File: src/sv/btgr_pkg.sv
`timescale 1ns / 1ps

package btgr_pkg;

	localparam int GLYPH_ROWS = 7;
	localparam int GLYPH_COLS = 5;
	localparam int GLYPH_BITS = GLYPH_ROWS * GLYPH_COLS;
	localparam int GLYPH_COUNT = 40;

	localparam int CFG_INDEX_W = 1;
	localparam logic [CFG_INDEX_W-1:0] CFG_PIXEL_SCALE = 1'd0;
	localparam logic [CFG_INDEX_W-1:0] CFG_CLIP_RIGHT = 1'd1;

	localparam logic [4:0] SCALE_RESET = 5'd1;
	localparam logic [15:0] CLIP_RESET = 16'h7fff;
	localparam logic [15:0] CLIP_MARGIN = 16'd8;

	localparam logic [7:0] CHAR_LOWER_A = 8'h61;
	localparam logic [7:0] CHAR_LOWER_Z = 8'h7a;
	localparam logic [7:0] CHAR_UPPER_A = 8'h41;
	localparam logic [7:0] CHAR_UPPER_Z = 8'h5a;
	localparam logic [7:0] CHAR_ZERO = 8'h30;
	localparam logic [7:0] CHAR_NINE = 8'h39;
	localparam logic [7:0] CHAR_COLON = 8'h3a;
	localparam logic [7:0] CHAR_MINUS = 8'h2d;
	localparam logic [7:0] CHAR_SPACE = 8'h20;

	localparam logic [5:0] IDX_DIGIT0 = 6'd26;
	localparam logic [5:0] IDX_COLON = 6'd36;
	localparam logic [5:0] IDX_MINUS = 6'd37;
	localparam logic [5:0] IDX_SPACE = 6'd38;
	localparam logic [5:0] IDX_QUESTION = 6'd39;

	typedef logic [GLYPH_BITS-1:0] glyph_t;

	typedef enum logic [1:0] {
		ST_IDLE,
		ST_SCAN,
		ST_ADV,
		ST_MARK
	} state_t;

	// Rows are packed top row first; within a row the leftmost pixel is the MSB.
	localparam glyph_t GLYPH_ROM [GLYPH_COUNT] = '{
		{5'd14, 5'd17, 5'd17, 5'd31, 5'd17, 5'd17, 5'd17},
		{5'd30, 5'd17, 5'd17, 5'd30, 5'd17, 5'd17, 5'd30},
		{5'd14, 5'd17, 5'd16, 5'd16, 5'd16, 5'd17, 5'd14},
		{5'd30, 5'd17, 5'd17, 5'd17, 5'd17, 5'd17, 5'd30},
		{5'd31, 5'd16, 5'd16, 5'd30, 5'd16, 5'd16, 5'd31},
		{5'd31, 5'd16, 5'd16, 5'd30, 5'd16, 5'd16, 5'd16},
		{5'd14, 5'd17, 5'd16, 5'd23, 5'd17, 5'd17, 5'd14},
		{5'd17, 5'd17, 5'd17, 5'd31, 5'd17, 5'd17, 5'd17},
		{5'd31, 5'd4, 5'd4, 5'd4, 5'd4, 5'd4, 5'd31},
		{5'd7, 5'd2, 5'd2, 5'd2, 5'd2, 5'd18, 5'd12},
		{5'd17, 5'd18, 5'd20, 5'd24, 5'd20, 5'd18, 5'd17},
		{5'd16, 5'd16, 5'd16, 5'd16, 5'd16, 5'd16, 5'd31},
		{5'd17, 5'd27, 5'd21, 5'd21, 5'd17, 5'd17, 5'd17},
		{5'd17, 5'd25, 5'd21, 5'd19, 5'd17, 5'd17, 5'd17},
		{5'd14, 5'd17, 5'd17, 5'd17, 5'd17, 5'd17, 5'd14},
		{5'd30, 5'd17, 5'd17, 5'd30, 5'd16, 5'd16, 5'd16},
		{5'd14, 5'd17, 5'd17, 5'd17, 5'd21, 5'd18, 5'd13},
		{5'd30, 5'd17, 5'd17, 5'd30, 5'd20, 5'd18, 5'd17},
		{5'd15, 5'd16, 5'd16, 5'd14, 5'd1, 5'd1, 5'd30},
		{5'd31, 5'd4, 5'd4, 5'd4, 5'd4, 5'd4, 5'd4},
		{5'd17, 5'd17, 5'd17, 5'd17, 5'd17, 5'd17, 5'd14},
		{5'd17, 5'd17, 5'd17, 5'd17, 5'd17, 5'd10, 5'd4},
		{5'd17, 5'd17, 5'd17, 5'd21, 5'd21, 5'd21, 5'd10},
		{5'd17, 5'd17, 5'd10, 5'd4, 5'd10, 5'd17, 5'd17},
		{5'd17, 5'd17, 5'd10, 5'd4, 5'd4, 5'd4, 5'd4},
		{5'd31, 5'd1, 5'd2, 5'd4, 5'd8, 5'd16, 5'd31},
		{5'd14, 5'd17, 5'd19, 5'd21, 5'd25, 5'd17, 5'd14},
		{5'd4, 5'd12, 5'd4, 5'd4, 5'd4, 5'd4, 5'd14},
		{5'd14, 5'd17, 5'd1, 5'd2, 5'd4, 5'd8, 5'd31},
		{5'd30, 5'd1, 5'd1, 5'd14, 5'd1, 5'd1, 5'd30},
		{5'd2, 5'd6, 5'd10, 5'd18, 5'd31, 5'd2, 5'd2},
		{5'd31, 5'd16, 5'd16, 5'd30, 5'd1, 5'd1, 5'd30},
		{5'd14, 5'd16, 5'd16, 5'd30, 5'd17, 5'd17, 5'd14},
		{5'd31, 5'd1, 5'd2, 5'd4, 5'd8, 5'd8, 5'd8},
		{5'd14, 5'd17, 5'd17, 5'd14, 5'd17, 5'd17, 5'd14},
		{5'd14, 5'd17, 5'd17, 5'd15, 5'd1, 5'd1, 5'd14},
		{5'd0, 5'd12, 5'd12, 5'd0, 5'd12, 5'd12, 5'd0},
		{5'd0, 5'd0, 5'd0, 5'd14, 5'd0, 5'd0, 5'd0},
		{5'd0, 5'd0, 5'd0, 5'd0, 5'd0, 5'd0, 5'd0},
		{5'd14, 5'd17, 5'd1, 5'd2, 5'd4, 5'd0, 5'd4}
	};

	// Maps a character byte to its ROM entry; lowercase folds to uppercase.
	function automatic logic [5:0] glyph_index(input logic [7:0] code);
		logic [7:0] c;
		logic [7:0] d;
		logic [5:0] idx;
		c = code;
		if (c >= CHAR_LOWER_A && c <= CHAR_LOWER_Z) begin
			c = c - CHAR_LOWER_A + CHAR_UPPER_A;
		end
		if (c >= CHAR_UPPER_A && c <= CHAR_UPPER_Z) begin
			d = c - CHAR_UPPER_A;
			idx = d[5:0];
		end else if (c >= CHAR_ZERO && c <= CHAR_NINE) begin
			d = c - CHAR_ZERO;
			idx = IDX_DIGIT0 + d[5:0];
		end else if (c == CHAR_COLON) begin
			idx = IDX_COLON;
		end else if (c == CHAR_MINUS) begin
			idx = IDX_MINUS;
		end else if (c == CHAR_SPACE) begin
			idx = IDX_SPACE;
		end else begin
			idx = IDX_QUESTION;
		end
		return idx;
	endfunction

endpackage

File: src/sv/bitmap_text_glyph_rasterizer_core.sv
`timescale 1ns / 1ps

// 5x7 bitmap text rasterizer. Each accepted character walks its glyph one
// cell per cycle while the output register is free to take a result,
// emitting the top-left corner of a square for every lit cell, then advances
// the cursor by six times the pixel scale and checks it against the clip edge
// less the clip margin, and then emits the end marker with the running width.
// The glyph scan is a single position stepper over the glyph cells; a full
// output register that is stalled holds both the scan and the marker. A
// character that arrives after the string has stopped at the clip edge, or
// while the scale is zero, gives only the marker. in_stall stays high from
// acceptance until the marker is handed to the output register. Configuration
// writes are always ready and are meant to happen only while the block is
// idle.
module bitmap_text_glyph_rasterizer_core #(
	parameter int COORD_WIDTH = 16
) (
	input  logic                                 clk,
	input  logic                                 arst_n,
	input  logic                                 cfg_valid,
	output logic                                 cfg_ready,
	input  logic [btgr_pkg::CFG_INDEX_W-1:0]     cfg_index,
	input  logic [15:0]                          cfg_data,
	input  logic                                 in_valid,
	output logic                                 in_stall,
	input  logic [7:0]                           char_code,
	input  logic                                 string_start,
	input  logic signed [15:0]                   start_x,
	input  logic signed [15:0]                   start_y,
	output logic                                 out_valid,
	input  logic                                 out_stall,
	output logic signed [15:0]                   pixel_x,
	output logic signed [15:0]                   pixel_y,
	output logic                                 is_pixel,
	output logic [15:0]                          width_so_far,
	output logic                                 clipped,
	output logic                                 last
);

	localparam int CW = COORD_WIDTH;
	localparam int CMPW = (CW > 16) ? CW + 1 : 17;

	btgr_pkg::state_t state_q, state_d;

	logic [4:0]            scale_q;
	logic [15:0]           clip_q;
	logic [CW-1:0]         cursor_q;
	logic [CW-1:0]         origin_x_q;
	logic [CW-1:0]         origin_y_q;
	logic                  stopped_q;
	btgr_pkg::glyph_t      glyph_q;
	logic [2:0]            gx_q;
	logic [2:0]            gy_q;
	logic [CW-1:0]         col_x_q;
	logic [CW-1:0]         row_y_q;

	logic                  out_valid_q;
	logic [15:0]           pixel_x_q;
	logic [15:0]           pixel_y_q;
	logic                  is_pixel_q;
	logic [15:0]           width_q;
	logic                  clipped_q;
	logic                  last_q;

	logic                  in_xfer;
	logic                  slot_free;
	logic                  stopped_eff;
	logic                  scan_step;
	logic                  scan_done;
	logic                  load_pixel;
	logic                  load_mark;
	logic [CW+15:0]        sx_ext;
	logic [CW+15:0]        sy_ext;
	logic [CW-1:0]         sx_c;
	logic [CW-1:0]         sy_c;
	logic [CW-1:0]         scale_c;
	logic [7:0]            adv;
	logic [CW-1:0]         cursor_next;
	logic signed [CMPW-1:0] cursor_cmp;
	logic signed [CMPW-1:0] limit_cmp;
	logic [CW-1:0]         width_c;
	logic [CW+15:0]        col_ext;
	logic [CW+15:0]        row_ext;
	logic [CW+15:0]        width_ext;

	assign cfg_ready = 1'b1;
	assign in_xfer   = in_valid && !in_stall;
	assign slot_free = !out_valid_q || !out_stall;

	// Origin words follow the coordinate width: sign-extend or truncate.
	assign sx_ext = {{CW{start_x[15]}}, start_x};
	assign sy_ext = {{CW{start_y[15]}}, start_y};
	assign sx_c   = sx_ext[CW-1:0];
	assign sy_c   = sy_ext[CW-1:0];

	assign scale_c     = {{(CW-5){1'b0}}, scale_q};
	assign adv         = {1'b0, scale_q, 2'b00} + {2'b00, scale_q, 1'b0};
	assign cursor_next = cursor_q + {{(CW-8){1'b0}}, adv};
	assign cursor_cmp  = {{(CMPW-CW){cursor_next[CW-1]}}, cursor_next};
	assign limit_cmp   = {{(CMPW-16){clip_q[15]}}, clip_q}
		- {{(CMPW-16){1'b0}}, btgr_pkg::CLIP_MARGIN};

	assign width_c   = cursor_q - origin_x_q;
	assign col_ext   = {16'd0, col_x_q};
	assign row_ext   = {16'd0, row_y_q};
	assign width_ext = {16'd0, width_c};

	assign stopped_eff = string_start ? 1'b0 : stopped_q;
	assign scan_done   = (gx_q == 3'(btgr_pkg::GLYPH_COLS - 1))
		&& (gy_q == 3'(btgr_pkg::GLYPH_ROWS - 1));

	always_comb begin
		state_d = state_q;
		unique case (state_q)
			btgr_pkg::ST_IDLE: begin
				if (in_xfer) begin
					if (stopped_eff || scale_q == 5'd0) begin
						state_d = btgr_pkg::ST_MARK;
					end else begin
						state_d = btgr_pkg::ST_SCAN;
					end
				end
			end
			btgr_pkg::ST_SCAN: begin
				if (slot_free && scan_done) begin
					state_d = btgr_pkg::ST_ADV;
				end
			end
			btgr_pkg::ST_ADV: begin
				state_d = btgr_pkg::ST_MARK;
			end
			btgr_pkg::ST_MARK: begin
				if (slot_free) begin
					state_d = btgr_pkg::ST_IDLE;
				end
			end
			default: begin
				state_d = btgr_pkg::ST_IDLE;
			end
		endcase
	end

	always_comb begin
		in_stall  = 1'b1;
		scan_step = 1'b0;
		load_mark = 1'b0;
		unique case (state_q)
			btgr_pkg::ST_IDLE: in_stall = 1'b0;
			btgr_pkg::ST_SCAN: scan_step = slot_free;
			btgr_pkg::ST_ADV:  in_stall = 1'b1;
			btgr_pkg::ST_MARK: load_mark = slot_free;
			default:           in_stall = 1'b1;
		endcase
	end

	assign load_pixel = scan_step && glyph_q[btgr_pkg::GLYPH_BITS-1];

	always_ff @(posedge clk or negedge arst_n) begin
		if (!arst_n) begin
			state_q <= btgr_pkg::ST_IDLE;
		end else begin
			state_q <= state_d;
		end
	end

	always_ff @(posedge clk or negedge arst_n) begin
		if (!arst_n) begin
			scale_q <= btgr_pkg::SCALE_RESET;
			clip_q  <= btgr_pkg::CLIP_RESET;
		end else if (cfg_valid && cfg_ready) begin
			unique case (cfg_index)
				btgr_pkg::CFG_PIXEL_SCALE: scale_q <= cfg_data[4:0];
				btgr_pkg::CFG_CLIP_RIGHT:  clip_q <= cfg_data;
				default:                   scale_q <= scale_q;
			endcase
		end
	end

	always_ff @(posedge clk or negedge arst_n) begin
		if (!arst_n) begin
			cursor_q   <= '0;
			origin_x_q <= '0;
			origin_y_q <= '0;
			stopped_q  <= 1'b0;
		end else if (in_xfer && string_start) begin
			cursor_q   <= sx_c;
			origin_x_q <= sx_c;
			origin_y_q <= sy_c;
			stopped_q  <= 1'b0;
		end else if (state_q == btgr_pkg::ST_ADV) begin
			cursor_q <= cursor_next;
			if (cursor_cmp > limit_cmp) begin
				stopped_q <= 1'b1;
			end
		end
	end

	// Scan position: glyph shifts left so its MSB is always the current cell.
	always_ff @(posedge clk or negedge arst_n) begin
		if (!arst_n) begin
			gx_q <= '0;
			gy_q <= '0;
		end else if (in_xfer) begin
			gx_q <= '0;
			gy_q <= '0;
		end else if (scan_step) begin
			if (gx_q == 3'(btgr_pkg::GLYPH_COLS - 1)) begin
				gx_q <= '0;
				gy_q <= gy_q + 3'd1;
			end else begin
				gx_q <= gx_q + 3'd1;
			end
		end
	end

	always_ff @(posedge clk) begin
		if (in_xfer) begin
			glyph_q <= btgr_pkg::GLYPH_ROM[btgr_pkg::glyph_index(char_code)];
			col_x_q <= string_start ? sx_c : cursor_q;
			row_y_q <= string_start ? sy_c : origin_y_q;
		end else if (scan_step) begin
			glyph_q <= {glyph_q[btgr_pkg::GLYPH_BITS-2:0], 1'b0};
			if (gx_q == 3'(btgr_pkg::GLYPH_COLS - 1)) begin
				col_x_q <= cursor_q;
				row_y_q <= row_y_q + scale_c;
			end else begin
				col_x_q <= col_x_q + scale_c;
			end
		end
	end

	always_ff @(posedge clk or negedge arst_n) begin
		if (!arst_n) begin
			out_valid_q <= 1'b0;
		end else if (load_pixel || load_mark) begin
			out_valid_q <= 1'b1;
		end else if (!out_stall) begin
			out_valid_q <= 1'b0;
		end
	end

	always_ff @(posedge clk) begin
		if (load_pixel) begin
			pixel_x_q  <= col_ext[15:0];
			pixel_y_q  <= row_ext[15:0];
			is_pixel_q <= 1'b1;
			width_q    <= '0;
			clipped_q  <= 1'b0;
			last_q     <= 1'b0;
		end else if (load_mark) begin
			pixel_x_q  <= '0;
			pixel_y_q  <= '0;
			is_pixel_q <= 1'b0;
			width_q    <= width_ext[15:0];
			clipped_q  <= stopped_q;
			last_q     <= 1'b1;
		end
	end

	assign out_valid    = out_valid_q;
	assign pixel_x      = pixel_x_q;
	assign pixel_y      = pixel_y_q;
	assign is_pixel     = is_pixel_q;
	assign width_so_far = width_q;
	assign clipped      = clipped_q;
	assign last         = last_q;

	a_scan_only_live: assert property (@(posedge clk) disable iff (!arst_n)
		state_q == btgr_pkg::ST_SCAN |-> !stopped_q && scale_q != 5'd0)
		else $error("glyph scan running on a stopped string or zero scale");

	a_idle_holds_marker: assert property (@(posedge clk) disable iff (!arst_n)
		state_q == btgr_pkg::ST_IDLE && out_valid_q |-> last_q && !is_pixel_q)
		else $error("idle with a pending result that is not the end marker");

	a_pixel_in_glyph: assert property (@(posedge clk) disable iff (!arst_n)
		load_pixel |-> gx_q < 3'(btgr_pkg::GLYPH_COLS) && gy_q < 3'(btgr_pkg::GLYPH_ROWS))
		else $error("lit cell outside the glyph area");

	a_marker_ends_item: assert property (@(posedge clk) disable iff (!arst_n)
		load_mark |=> state_q == btgr_pkg::ST_IDLE && out_valid_q && last_q)
		else $error("end marker did not close the character");

	a_clip_sticky: assert property (@(posedge clk) disable iff (!arst_n)
		stopped_q && !in_xfer |=> stopped_q)
		else $error("clip stop cleared without a new string");

endmodule
File: config.mk
export PLATFORM = sky130hd
export DESIGN_NAME = bitmap_text_glyph_rasterizer_core
export DESIGN_NICKNAME = d
export VERILOG_FILES = /design/src/sv/btgr_pkg.sv /design/src/sv/bitmap_text_glyph_rasterizer_core.sv
export SDC_FILE = /design/constraint.sdc
export NUM_CORES = 1
export LEC_CHECK = 0
export BUFFER_PORTS_ARGS = -buffer_cell sky130_fd_sc_hd__buf_4
export CAP_MARGIN = 20
export CORE_ASPECT_RATIO = 1.1
export CORE_UTILIZATION = 27
export CTS_CLUSTER_DIAMETER = 50
export DETAILED_ROUTE_END_ITERATION = 10
export GPL_ROUTABILITY_DRIVEN = 1
export GPL_TIMING_DRIVEN = 0
export PLACE_DENSITY = 0.48
export SETUP_SLACK_MARGIN = 0.02
export SLEW_MARGIN = 20
export SYNTH_ARGS = -nofsm -noshare
export SYNTH_HDL_FRONTEND = slang
export SYNTH_SLANG_ARGS = --single-unit
export TNS_END_PERCENT = 10
File: constraint.sdc
create_clock -name clk -period 4.65 [get_ports clk]
set_input_delay 0.93 -clock clk [delete_from_list [all_inputs] [get_ports clk]]
set_output_delay 0.93 -clock clk [all_outputs]
set_load 0.1 [all_outputs]
---- After elaboration in Yosys (flattened, before gate mapping) ----
Memory sizes are Yosys's and may differ from the RTL's.
Index checks and enable logic that the tools add are counted.
storage, ports and cells
  flip-flop bits (word level) ............. 197
  bits in latches ......................... 0
  memory bits (writable) .................. 0
  memory bits (read-only) ................. 2240
  bits of input ports ..................... 63
  memories ................................ 1
cells by class
  add/sub/neg operators ................... 13
  multipliers ............................. 0
  div/mod/pow operators ................... 0
  order comparisons ....................... 8
  equal/unequal tests ..................... 12
  shift operators ......................... 0
  multiplexer cells ....................... 45
  bitwise operators ....................... 2
  reduce and logical (&&, ||, !) cells .... 25
memories
  memory            words  width  read ports  clocked after Yosys merged registers in  wr ports  line                                      RTL
  (name not given)  64     35     1           0                                        0         bitmap_text_glyph_rasterizer_core.sv:218  glyph_q <= btgr_pkg::GLYPH_ROM[btgr_pkg::glyph_index(char_code)];
operator list
  cell                     number
  $mux W16                 13
  $mux W35                 4
  $add A16 B5 Y16          2
  $eq A8 B6 Y1 const B     3
  $mux W3                  6
  $mux W6                  3
  $gt A16 B17 Y1           1
  $sub A16 B5 Y17 const B  1
  $add A16 B8 Y16          1
  $ge A8 B7 Y1 const B     2
  $le A8 B7 Y1 const B     2
  $mux W8                  2
  $sub A16 B16 Y16         1
  $mux W2                  6
  $mux W1                  10
  $reduce_bool A2 Y1       5
  $add A7 B6 Y8            1
  $add A8 B7 Y8 const B    1
  $ge A8 B6 Y1 const B     1
  $le A8 B6 Y1 const B     1
  $logic_and A1 B1 Y1      8
  $pmux W2 S4              1
  $reduce_and A2 Y1        4
  $sub A8 B7 Y8 const B    1
  other kinds (17)         25

---- Logic depth before layout (Yosys ltp) ----
Gate-level depths: netlist of the first run.
  depth after elaboration ................. 16
  mapped depth ............................ 19
  gate-level depth less buffers ........... 19

---- Least setup slack after synthesis of the first run ----
No wires, ideal clock.
  path type ............................... register -> register
  from .................................... register scale_q[0]
  to ...................................... register stopped_q
  arrival ................................. 4.094 ns
  required time ........................... 4.523 ns
  setup slack ............................. 0.428 ns
  cell stages (with the launch flop) ...... 20
  path buffers ............................ 0
  clock period less this slack ............ 4.222 ns
  cell sequence ........................... dfstp_2 -> inv_1 -> fa_1 -> inv_1 -> ha_1 -> inv_1 -> fa_1 -> nor2b_1 -> o21ai_0 -> a21boi_0 -> o21ai_0 -> a211oi_1 -> nand3_1 -> xnor2_1 -> ha_1 -> a21o_1 -> a211oi_1 -> o2111ai_1 -> a31oi_1 -> o21ai_0
on the way
  cells in the longest elaborated chain, start to end .. 5
RTL lines
  what                          line                                      RTL
  start: declaration            bitmap_text_glyph_rasterizer_core.sv:45   logic [4:0] scale_q;
  start signal: assignment      bitmap_text_glyph_rasterizer_core.sv:168  scale_q <= btgr_pkg::SCALE_RESET;
  start signal: assignment      bitmap_text_glyph_rasterizer_core.sv:172  btgr_pkg::CFG_PIXEL_SCALE: scale_q <= cfg_data[4:0];
  start signal: assignment      bitmap_text_glyph_rasterizer_core.sv:174  default: scale_q <= scale_q;
  $add A7 B6 Y8                 bitmap_text_glyph_rasterizer_core.sv:97   assign adv = {1'b0, scale_q, 2'b00} + {2'b00, scale_q, 1'b0};
  $add A16 B8 Y16               bitmap_text_glyph_rasterizer_core.sv:98   assign cursor_next = cursor_q + {{(CW-8){1'b0}}, adv};
  $gt A16 B17 Y1                bitmap_text_glyph_rasterizer_core.sv:192  if (cursor_cmp > limit_cmp) begin
  $reduce_bool A2 Y1 (no line)  -
  $reduce_and A2 Y1 (no line)   -
  end signal: assignment        bitmap_text_glyph_rasterizer_core.sv:184  stopped_q <= 1'b0;
  end signal: assignment        bitmap_text_glyph_rasterizer_core.sv:189  stopped_q <= 1'b0;
  end signal: assignment        bitmap_text_glyph_rasterizer_core.sv:193  stopped_q <= 1'b1;
  end: declaration              bitmap_text_glyph_rasterizer_core.sv:50   logic stopped_q;
Every way passes these cells.
A chain may end at the register's enable or synchronous reset.

---- Worst setup path in the final report of the first run ----
  from .................................... input char_code[1]
  to ...................................... register glyph_q[19], data pin
on the way
  cells in the longest elaborated chain, start to end .. 16
RTL lines
  what                                                                   line                                      RTL
  start: declaration                                                     bitmap_text_glyph_rasterizer_core.sv:26   input logic [7:0] char_code,
  $sub A8 B7 Y8, or another cell as far along                            btgr_pkg.sv:94                            c = c - CHAR_LOWER_A + CHAR_UPPER_A;
  $add A8 B7 Y8 or $logic_and A1 B1 Y1 (tied branches)                   btgr_pkg.sv:94, btgr_pkg.sv:93
  $mux W8 *                                                              btgr_pkg.sv:93                            if (c >= CHAR_LOWER_A && c <= CHAR_LOWER_Z) begin
  $mux W8 *                                                              bitmap_text_glyph_rasterizer_core.sv:217  if (in_xfer) begin
  parallel branches: the longest is 5 deep, another holds $sub A6 B6 Y6  -
  $mux W6 *                                                              btgr_pkg.sv:96                            if (c >= CHAR_UPPER_A && c <= CHAR_UPPER_Z) begin
  $mux W6 *                                                              bitmap_text_glyph_rasterizer_core.sv:217
  $not A6 Y7 (not written as such) *                                     bitmap_text_glyph_rasterizer_core.sv:218
  $mem_v2 Z64 W35 *                                                      -
  $mux W35 (not written as such) * (2 in a row)                          bitmap_text_glyph_rasterizer_core.sv:218
  $mux W35 *                                                             bitmap_text_glyph_rasterizer_core.sv:217
  end signal: assignment                                                 bitmap_text_glyph_rasterizer_core.sv:218
  end signal: assignment                                                 bitmap_text_glyph_rasterizer_core.sv:222  glyph_q <= {glyph_q[btgr_pkg::GLYPH_BITS-2:0], 1'b0};
  end: declaration                                                       bitmap_text_glyph_rasterizer_core.sv:51   btgr_pkg::glyph_t glyph_q;
Mark *: on every way between the ends. The select of a mux whose other input is x is not followed.

==> results of run 1 <==
-- synthesized netlist by cell type, types with 6 or more instances --
library cell / number / share of area [%]
buf_2: 13 / 0.52
and2_1: 38 / 1.9
inv_1: 59 / 1.8
buf_1: 8 / 0.24
a21o_1: 7 / 0.42
ha_1: 80 / 8.0
o21ai_1: 28 / 1.1
mux2_2: 17 / 1.5
nor3_1: 28 / 1.1
o22ai_1: 17 / 0.85
nand2_1: 194 / 5.8
fa_1: 8 / 1.3
dfstp_2: 16 / 3.4
dfxtp_1: 19 / 3.0
or3_1: 9 / 0.45
o21ai_0: 76 / 3.0
nor2b_1: 25 / 1.2
nand4_1: 13 / 0.65
nor2_1: 85 / 2.5
buf_6: 10 / 0.90
nand3_1: 29 / 1.2
xnor2_1: 32 / 2.2
and3_1: 10 / 0.50
o211ai_1: 14 / 0.84
mux2i_1: 19 / 1.5
a21oi_1: 95 / 3.8
xor2_1: 35 / 2.4
clkbuf_1: 46 / 1.4
o21a_1: 7 / 0.42
edfxtp_1: 99 / 24
a31oi_1: 20 / 1.0
a211oi_1: 20 / 1.2
dfrtp_1: 63 / 13
buf_4: 6 / 0.36
-- critical path, delay by kind of cell --
kind / cells / cell delay [ns]
AO/OA/AOI/OAI: 4 / 1.06
AND/OR/NAND/NOR: 3 / 0.79
buffers and inverters: 6 / 1.24
adder cells (fa/ha/maj): 2 / 0.48
-- through the flow --
stage | area, µm² | hold slack (ns) | utilization [%] | total power, µW
after detailed placement | 14100 | 0.446 | 31.0 | 9450
final | 14800 | 0.456 | 32.5 | 11100
after global routing | 14800 | 0.478 | 32.5 | 11800
after global placement | 14100 | 0.439 | 31.0 | 9390
after floorplan | 12500 | 0.438 | - | 7850
after CTS | 14800 | 0.457 | 32.4 | 11100
-- layer usage --
metal	global-route usage (%)	up-vias	part of all wire, %
met5	0	-	0
met4	8.23	0	3.7
met3	2.20	76	4.4
met2	29.2	293	48
met1	22.3	5081	44
li1	-	5067	-
-- final cells by class --
type | count | area, µm²
repair buffers | 119 | 897
plain buffers | 84 | 440
flip-flops and latches | 197 | 5350
well taps | 588 | 736
multi-input cells | 1004 | 6530
inverters | 62 | 244
clock buffers | 18 | 429
fillers | 4747 | 30800
clock inverters | 14 | 200
-- report_power, final --
| group | switching (µW) | internal (µW) | leakage [µW] | total, µW |
|---|---|---|---|---|
| Combinational | 4180 | 1900 | 0.00362 | 6080 |
| Sequential | 461 | 2890 | 0.00204 | 3360 |
| Clock | 713 | 908 | 0.000293 | 1620 |
| Total | 5350 | 5700 | 0.00595 | 11100 |
-- registers in the layout (all words and copies together), names as in the netlist --
signal and flops:
clip_q 16, clipped 1, col_x_q 16, cursor_q 16, glyph_q 35, gx_q 3, gy_q 3, is_pixel 1
last 1, origin_x_q 16, origin_y_q 16, out_valid 1, pixel_x 16, pixel_y 16, row_y_q 16, scale_q 5
state_q 2, stopped_q 1, width_so_far 16
-- layout by cell type, fill, tap and decap left out, types with 35 or more instances in the layout --
master    synthesis  final
nand2_1         194    193
buf_4             6    124
edfxtp_1         99     99
a21oi_1          95     95
nor2_1           85     85
ha_1             80     80
o21ai_0          76     74
dfrtp_1          63     62
inv_1            59     57
clkbuf_1         46     47
and2_1           38     38
xor2_1           35     35
-- worst max path at each step --
stage,end,depth (start not counted),startpoint
floorplan,stopped_q,19,scale_q[0]
global placement,stopped_q,19,scale_q[1]
detailed placement,stopped_q,19,scale_q[1]
CTS,stopped_q,19,scale_q[0]
global route,stopped_q,19,scale_q[1]
finish,glyph_q[19],15,char_code[1]
-- timing repair --
item / 4_1_cts / 5_1_grt
setup buffers: 2 / 3
cloned: 0 / 0
resized for setup: 3 / 5
pin swaps: 1 / 4
setup endpoints to repair: 1 / 1
-- kinds of logic after synthesis --
kind of cell,Yosys count,share of synthesized area [%]
flip-flops,197,42.7
XOR/XNOR,67,4.68
AND/OR/NAND/NOR,463,17.3
multiplexers,36,3.04
AO/OA/AOI/OAI,349,17.6
other,1,0.0299
buffers and inverters,146,5.43
adder cells (fa/ha/maj),88,9.26
==> results.toml, run 1 <==
[outcome]
outcome = "completed"

[sta]
slew_headroom_pct = 46.1
fin_ws_ns = 0.381
setup_viol = 0
hold_violations = 0
setup_tns_ns = 0
fmax_mhz = 234
tightest_slew_ns = 0.808
post-route-period-util_pct = 91.8
drv_slew = 0
skew_ns = 0.0125
grt_setup_unrepaired = "false"
min_period_ns = 4.27

[floorplanning]
die_h_um = 228
ios = 117
row_count = 82
die_area_um2 = 47300
die_x_um = 207
core_um2 = 45700
initial_core_util_pct = 27.5

[clocking]
cts_hold_buf = 0
cts_tree = "built"
clock-sinks = 197
worstSkewPairLatency_ns = 0.46
cts_root_buf = "clkbuf_16"
ctsLongestPathBuffers = 2
path_clk_slew_ns = 0.07
cts_made_buffers = 17
htree_levels = 4

[grt]
grt_antenna_before_repair = 0
grt_overflow = 0
gr-usage-all-layers_pct = 17.5
grt_max_degree = 80
grt_pass1_wl_mm = 63.1
first_global_vias = 10452

[route]
vias_per_cell = 5.04
first_iter_violations = 679
wl_per_cell_um = 19.6
drc = 0
wirelength_mm = 40.9
ant_nets = 0
dr.pass1.iters = 4
dr_total_vias = 10517

[worst_setup_path]
ff2ff_path_depth = 19
max_stage_delay_ns = 0.57
required_ns = 4.93
path_class = "input pin to flip-flop"
crit_path_start_kind = "input pin"
r2r_slack_ns = 0.45
critPathArrivalTime_ns = 4.55
crit_path_frequent_cell = "ha_1"
crit_path_max_fanout = 13
r2r-start = "scale_q[1]"
r2r_end = "stopped_q"
cp-end-kind = "flip-flop"
cp_slowest_cell = "clkbuf_1"
path_cells = "buf_4, inv_1, ha_1, or3b_4, o311ai_2, nor2_1, a21o_1, buf_6, inv_6, buf_8, ha_1, clkbuf_1, nand3_1, a31o_1, a31oi_1"

[synth]
synth-seq-cells = 197
synth-async-reset-ratio_pct = 40.1
synthesis.area_um2 = 12500
ys_seq_area_share_pct = 42.7
synth_area_per_cell_um2 = 9.31
synth_fp_nets = 1498
yosysWarnings = 0
ys.flop_type = "edfxtp_1"
synth_edf_count = 99
ys_types = 88
synth_cells = 1347

[place]
place_congestion = 0.928
post-dp-hpwl_mm = 31.2
io_buffers = 114
pre_cts_ws_ns = -0.317
dp_cells = 2049

[worst_hold_path]
min_from = "width_so_far[4]"
hold_depth = 2
hp-class = "flip-flop to flip-flop"
min_to = "width_so_far[4]"

[cells_and_area]
instances_no_fill = 2086
area_growth_pct = 18.2
drive_gt1_share_pct = 16.3
nNetsFinal = 1636
num_antenna_cells = 0

[power]
p_per_area_nw_per_um2 = 745
p_leak_uw = 0.00595
ir_drop_v = 0.000353

[job]
drv_cap = 0
Note: power is estimated with default switching activity, not from simulation.
==> run 2: changes to the inputs <==
==> constraint.sdc (replaced) <==
create_clock -name clk -period 4.65 [get_ports clk]
set_input_delay 1.1625 -clock clk [delete_from_list [all_inputs] [get_ports clk]]
set_output_delay 1.1625 -clock clk [all_outputs]
set_load 0.1 [all_outputs]
==> results.toml, run 2 (synthesis gave the netlist of run 1 again) <==
[outcome]
outcome = "completed"

[grt]
grt_max_degree = 80
grt_antenna_before_repair = 0
grt_pass1_wl_mm = 63.1
first_global_vias = 10452
gr-usage-all-layers_pct = 17.5
grt_overflow = 0

[worst_setup_path]
path_cells = "buf_4, inv_1, ha_1, or3b_4, o311ai_2, nor2_1, a21o_1, buf_4, inv_2, buf_6, ha_1, clkbuf_1, nand2_1, a21oi_2, a31oi_1, o221ai_1"
cp-end-kind = "flip-flop"
crit_path_max_fanout = 12
max_stage_delay_ns = 0.40
crit_path_start_kind = "input pin"
cp_slowest_cell = "or3b_4"
worst-path-buf-inv = 6
cpLargestDelayFamily = "buffers and inverters"
required_ns = 4.91
path_class = "input pin to flip-flop"
critPathArrivalTime_ns = 4.55

[sta]
min_period_ns = 4.29
drv_slew = 0
setup_viol = 0
skew_ns = 0.0137
tightest_slew_ns = 0.804
slew_headroom_pct = 46.4
fmax_mhz = 233
post-route-period-util_pct = 92.4
grt_setup_unrepaired = "true"
hold_violations = 0

[cells_and_area]
finish.utilization_pct = 32.5
instances_no_fill = 2086
final_common_cell = "nand2_1"
area_growth_pct = 18.2
regMostFlops = "glyph_q"
largest_register_ffs = 35
drive_gt1_share_pct = 16.3
nNetsFinal = 1636
num_antenna_cells = 0
nFillCells = 4747
layout_common_cells = "nand2_1, buf_4, edfxtp_1, a21oi_1, nor2_1"

[clocking]
cts_hold_buf = 0
ctsLongestPathBuffers = 2
clock-sinks = 197
worstSkewPairLatency_ns = 0.46
htree_levels = 4
cts_made_buffers = 17
path_clk_slew_ns = 0.08
cts_root_buf = "clkbuf_16"
cts_tree = "built"

[place]
place_congestion = 0.928
dp_cells = 2049
post-dp-hpwl_mm = 31.2
io_buffers = 114

[floorplanning]
core_um2 = 45700
initial_core_util_pct = 27.5
die_h_um = 228
ios = 117
die_x_um = 207
die_area_um2 = 47300
row_count = 82

[power]
power_uw = 11000
ir_drop_v = 0.000353
p_per_area_nw_per_um2 = 745
p_leak_uw = 0.00595

[route]
drc = 0
first_iter_violations = 654
vias_per_cell = 5.04
ant_nets = 0
drt-met1-wl_mm = 18.0
wl_met2_mm = 19.7
dr_wl_met3_mm = 1.62
wl_per_cell_um = 19.6
dr.pass1.iters = 5
wirelength_mm = 40.9
dr_total_vias = 10519
routed.top_layer = "met4"

[worst_hold_path]
hp-class = "flip-flop to flip-flop"

[job]
drv_cap = 0
-- run 2: cell counts in the layout (fill, tap and decap cells not counted) --
No cell type changed its count.
-- run 2: power breakdown --
| part | switching (µW) | internal [µW] | leakage [µW] | total (µW) |
|---|---|---|---|---|
| clock network | 713 | 908 | 0.000293 | 1620 |
| registers | 461 | 2900 | 0.00204 | 3360 |
| logic | 4170 | 1900 | 0.00362 | 6070 |
| total | 5350 | 5700 | 0.00595 | 11000 |
-- run 2: what timing repair did --
item | 4_1_cts | 5_1_grt
pin swaps | 1 | 3
buffers inserted | 2 | 3
endpoints found under the setup margin | 1 | 2
gates resized for setup | 3 | 6
-- run 2: layout make-up --
type,count,area (µm²),area share [%]
timing repair buffer,119,897,6.05
multi-input combinational,1004,6530,44.0
clock buffer,18,429,2.89
sequential,197,5350,36.1
buffer,84,442,2.98
inverter,62,244,1.65
tap,588,736,4.96
clock inverter,14,200,1.35
-- run 2: worst paths after layout --
kind	from	end	slack, ns	cells past startpoint
setup / recovery	char_code[1]	glyph_q[23]	0.36	16
max in group asynchronous	arst_n	scale_q[1]	3.32	1
setup reg to reg	scale_q[1]	stopped_q	0.40	19
hold reg to reg	width_so_far[6]	width_so_far[6]	0.45	2
hold / removal	width_so_far[6]	width_so_far[6]	0.45	2
min in group asynchronous	arst_n	clip_q[15]	0.73	1
-- run 2: routing by layer --
metal | vias to the layer above | global-route usage [%]
met5 | - | 0
met4 | 0 | 8.23
met1 | 5092 | 22.3
met2 | 282 | 29.2
li1 | 5069 | -
met3 | 76 | 2.20
-- run 2: worst min-delay path, delay by kind of cell, from the launching register on --
family	cells	cell delay, ns
flip-flops	1	0.31
AND/OR/NAND/NOR	1	0.05
AO/OA/AOI/OAI	1	0.05
-- run 2: through the flow --
stage	TNS, ns	worst slack [ns]	hold slack (ns)	cell area, µm²
finish	0	0.355	0.454	14800
global route	0	0.00349	0.478	14800
CTS	0	0.0972	0.457	14800
detailed placement	-0.947	-0.317	0.446	14100
global placement	-1.03	-0.320	0.439	14100
floorplan	0	0.428	0.438	12500
==> run 3: changes to the inputs <==
BUFFER_PORTS_ARGS = unset   (was -buffer_cell sky130_fd_sc_hd__buf_4)
DONT_BUFFER_PORTS = 1   (was unset)
PLACE_DENSITY = 0.45   (was 0.48)
==> results.toml, run 3 (synthesis gave the netlist of run 1 again) <==
[route]
first_iter_violations = 588
wl_per_cell_um = 20.4
ant_nets = 0
wirelength_mm = 40.3
dr.pass1.iters = 5
drc = 0
dr_total_vias = 10028
vias_per_cell = 5.08

[clocking]
path_clk_slew_ns = 0.07
clock-sinks = 197
cts_made_buffers = 17
htree_levels = 4
cts_hold_buf = 0
ctsLongestPathBuffers = 2
worstSkewPairLatency_ns = 0.46
cts_tree = "built"
cts_root_buf = "clkbuf_16"

[place]
place_congestion = 0.920
io_buffers = 0
pre_cts_ws_ns = -0.477
post-dp-hpwl_mm = 30.9

[cells_and_area]
multi_input_area_um2 = 6530
layout_common_cells = "nand2_1, edfxtp_1, a21oi_1, nor2_1, ha_1"
area_growth_pct = 11.0
nNetsFinal = 1523
drive_gt1_share_pct = 9.31
nFillCells = 4807
ff_latch_area_um2 = 5350
largest_register_ffs = 35
final_common_cell = "nand2_1"
num_antenna_cells = 0
regMostFlops = "glyph_q"

[sta]
setup_tns_ns = 0
fmax_mhz = 233
drv_slew = 0
min_period_ns = 4.29
skew_ns = 0.0163
hold_violations = 0
tightest_slew_ns = 1.06
setup_viol = 0
slew_headroom_pct = 29.2
grt_setup_unrepaired = "false"
timing.hold.ws_ns = 0.396
fin_ws_ns = 0.362
post-route-period-util_pct = 92.2

[worst_setup_path]
path_cells = "clkinvlp_4, fa_1, inv_1, ha_1, inv_1, fa_1, nor2b_1, o21ai_0, a21boi_1, o21ai_1, a211oi_2, nand3_1, xnor2_1, ha_1, a21o_1, a211oi_2, o2111ai_1, a31oi_1, o21ai_0"
cp-end-kind = "flip-flop"
cpLargestDelayFamily = "compound AO/OA/AOI/OAI gates"
max_stage_delay_ns = 0.48
worst-path-buf-inv = 3
r2r-start = "scale_q[1]"
ff2ff_path_depth = 19
cp_slowest_cell = "dfrtp_2"
crit_path_max_fanout = 4
r2r_end = "stopped_q"
required_ns = 4.98
r2r_slack_ns = 0.36
critPathArrivalTime_ns = 4.62
path_class = "flip-flop to flip-flop"
crit_path_start_kind = "flip-flop"

[floorplanning]
core_um2 = 45700
row_count = 82
die_area_um2 = 47300
die_h_um = 228
ios = 117
die_x_um = 207
initial_core_util_pct = 27.5

[power]
power_uw = 10500
p_per_area_nw_per_um2 = 758
ir_drop_v = 0.000292
p_leak_uw = 0.00538

[grt]
first_global_vias = 10034
grt_overflow = 0
grt_max_degree = 80
gr-usage-all-layers_pct = 17.2
grt_pass1_wl_mm = 62.2
grt_antenna_before_repair = 0

[worst_hold_path]
hp-class = "input pin to asynchronous set/reset pin"

[outcome]
outcome = "completed"

[job]
drv_cap = 0
==> run 3: layout make-up <==
class / count / share of cell area (%)
plain buffers: 84 / 3.17
clock buffers: 20 / 3.21
clock inverters: 12 / 0.890
inverters: 62 / 1.75
multi-input cells: 1004 / 46.9
flip-flops and latches: 197 / 38.5
well taps: 588 / 5.29
repair buffers: 6 / 0.324
==> run 3: layer usage <==
layer	global-route usage [%]	up-vias	wire (µm)	part of all wire (%)
met1	22.5	4840	18300	45
met5	0	-	0	0
met3	2.46	51	1730	4.3
met4	5.69	0	905	2.2
li1	-	4850	-	-
met2	29.1	287	19400	48
==> run 3: how the worst max path moves through the flow <==
stage / to / cells past startpoint / start
2_1_floorplan: stopped_q / 19 / scale_q[0]
3_3_place_gp: stopped_q / 19 / scale_q[1]
3_5_place_dp: stopped_q / 19 / scale_q[1]
4_1_cts: stopped_q / 19 / scale_q[0]
5_1_grt: stopped_q / 19 / scale_q[1]
6_report: stopped_q / 19 / scale_q[1]
==> run 3: power breakdown <==
part           leakage [µW]  internal [µW]  switching (µW)
clock              0.000283            766             719
sequential          0.00204           2910            2010
combinational       0.00306           1610            2540
total               0.00538           5280            5260
==> run 3: what timing repair did <==
action	in CTS	in global routing
setup buffers	2	4
resized for setup	4	3
cloned	0	0
pin swaps	1	4
setup endpoints to repair	1	1
==> run 3: stage by stage <==
step / utilization [%] / cell area [µm²] / cells
CTS: 30.4 / 13900 / 1969
global placement: 29.1 / 13300 / 1935
global route: 30.5 / 13900 / 1973
finish: 30.5 / 13900 / 1973
detailed placement: 29.1 / 13300 / 1935
floorplan: - / 12500 / 1347
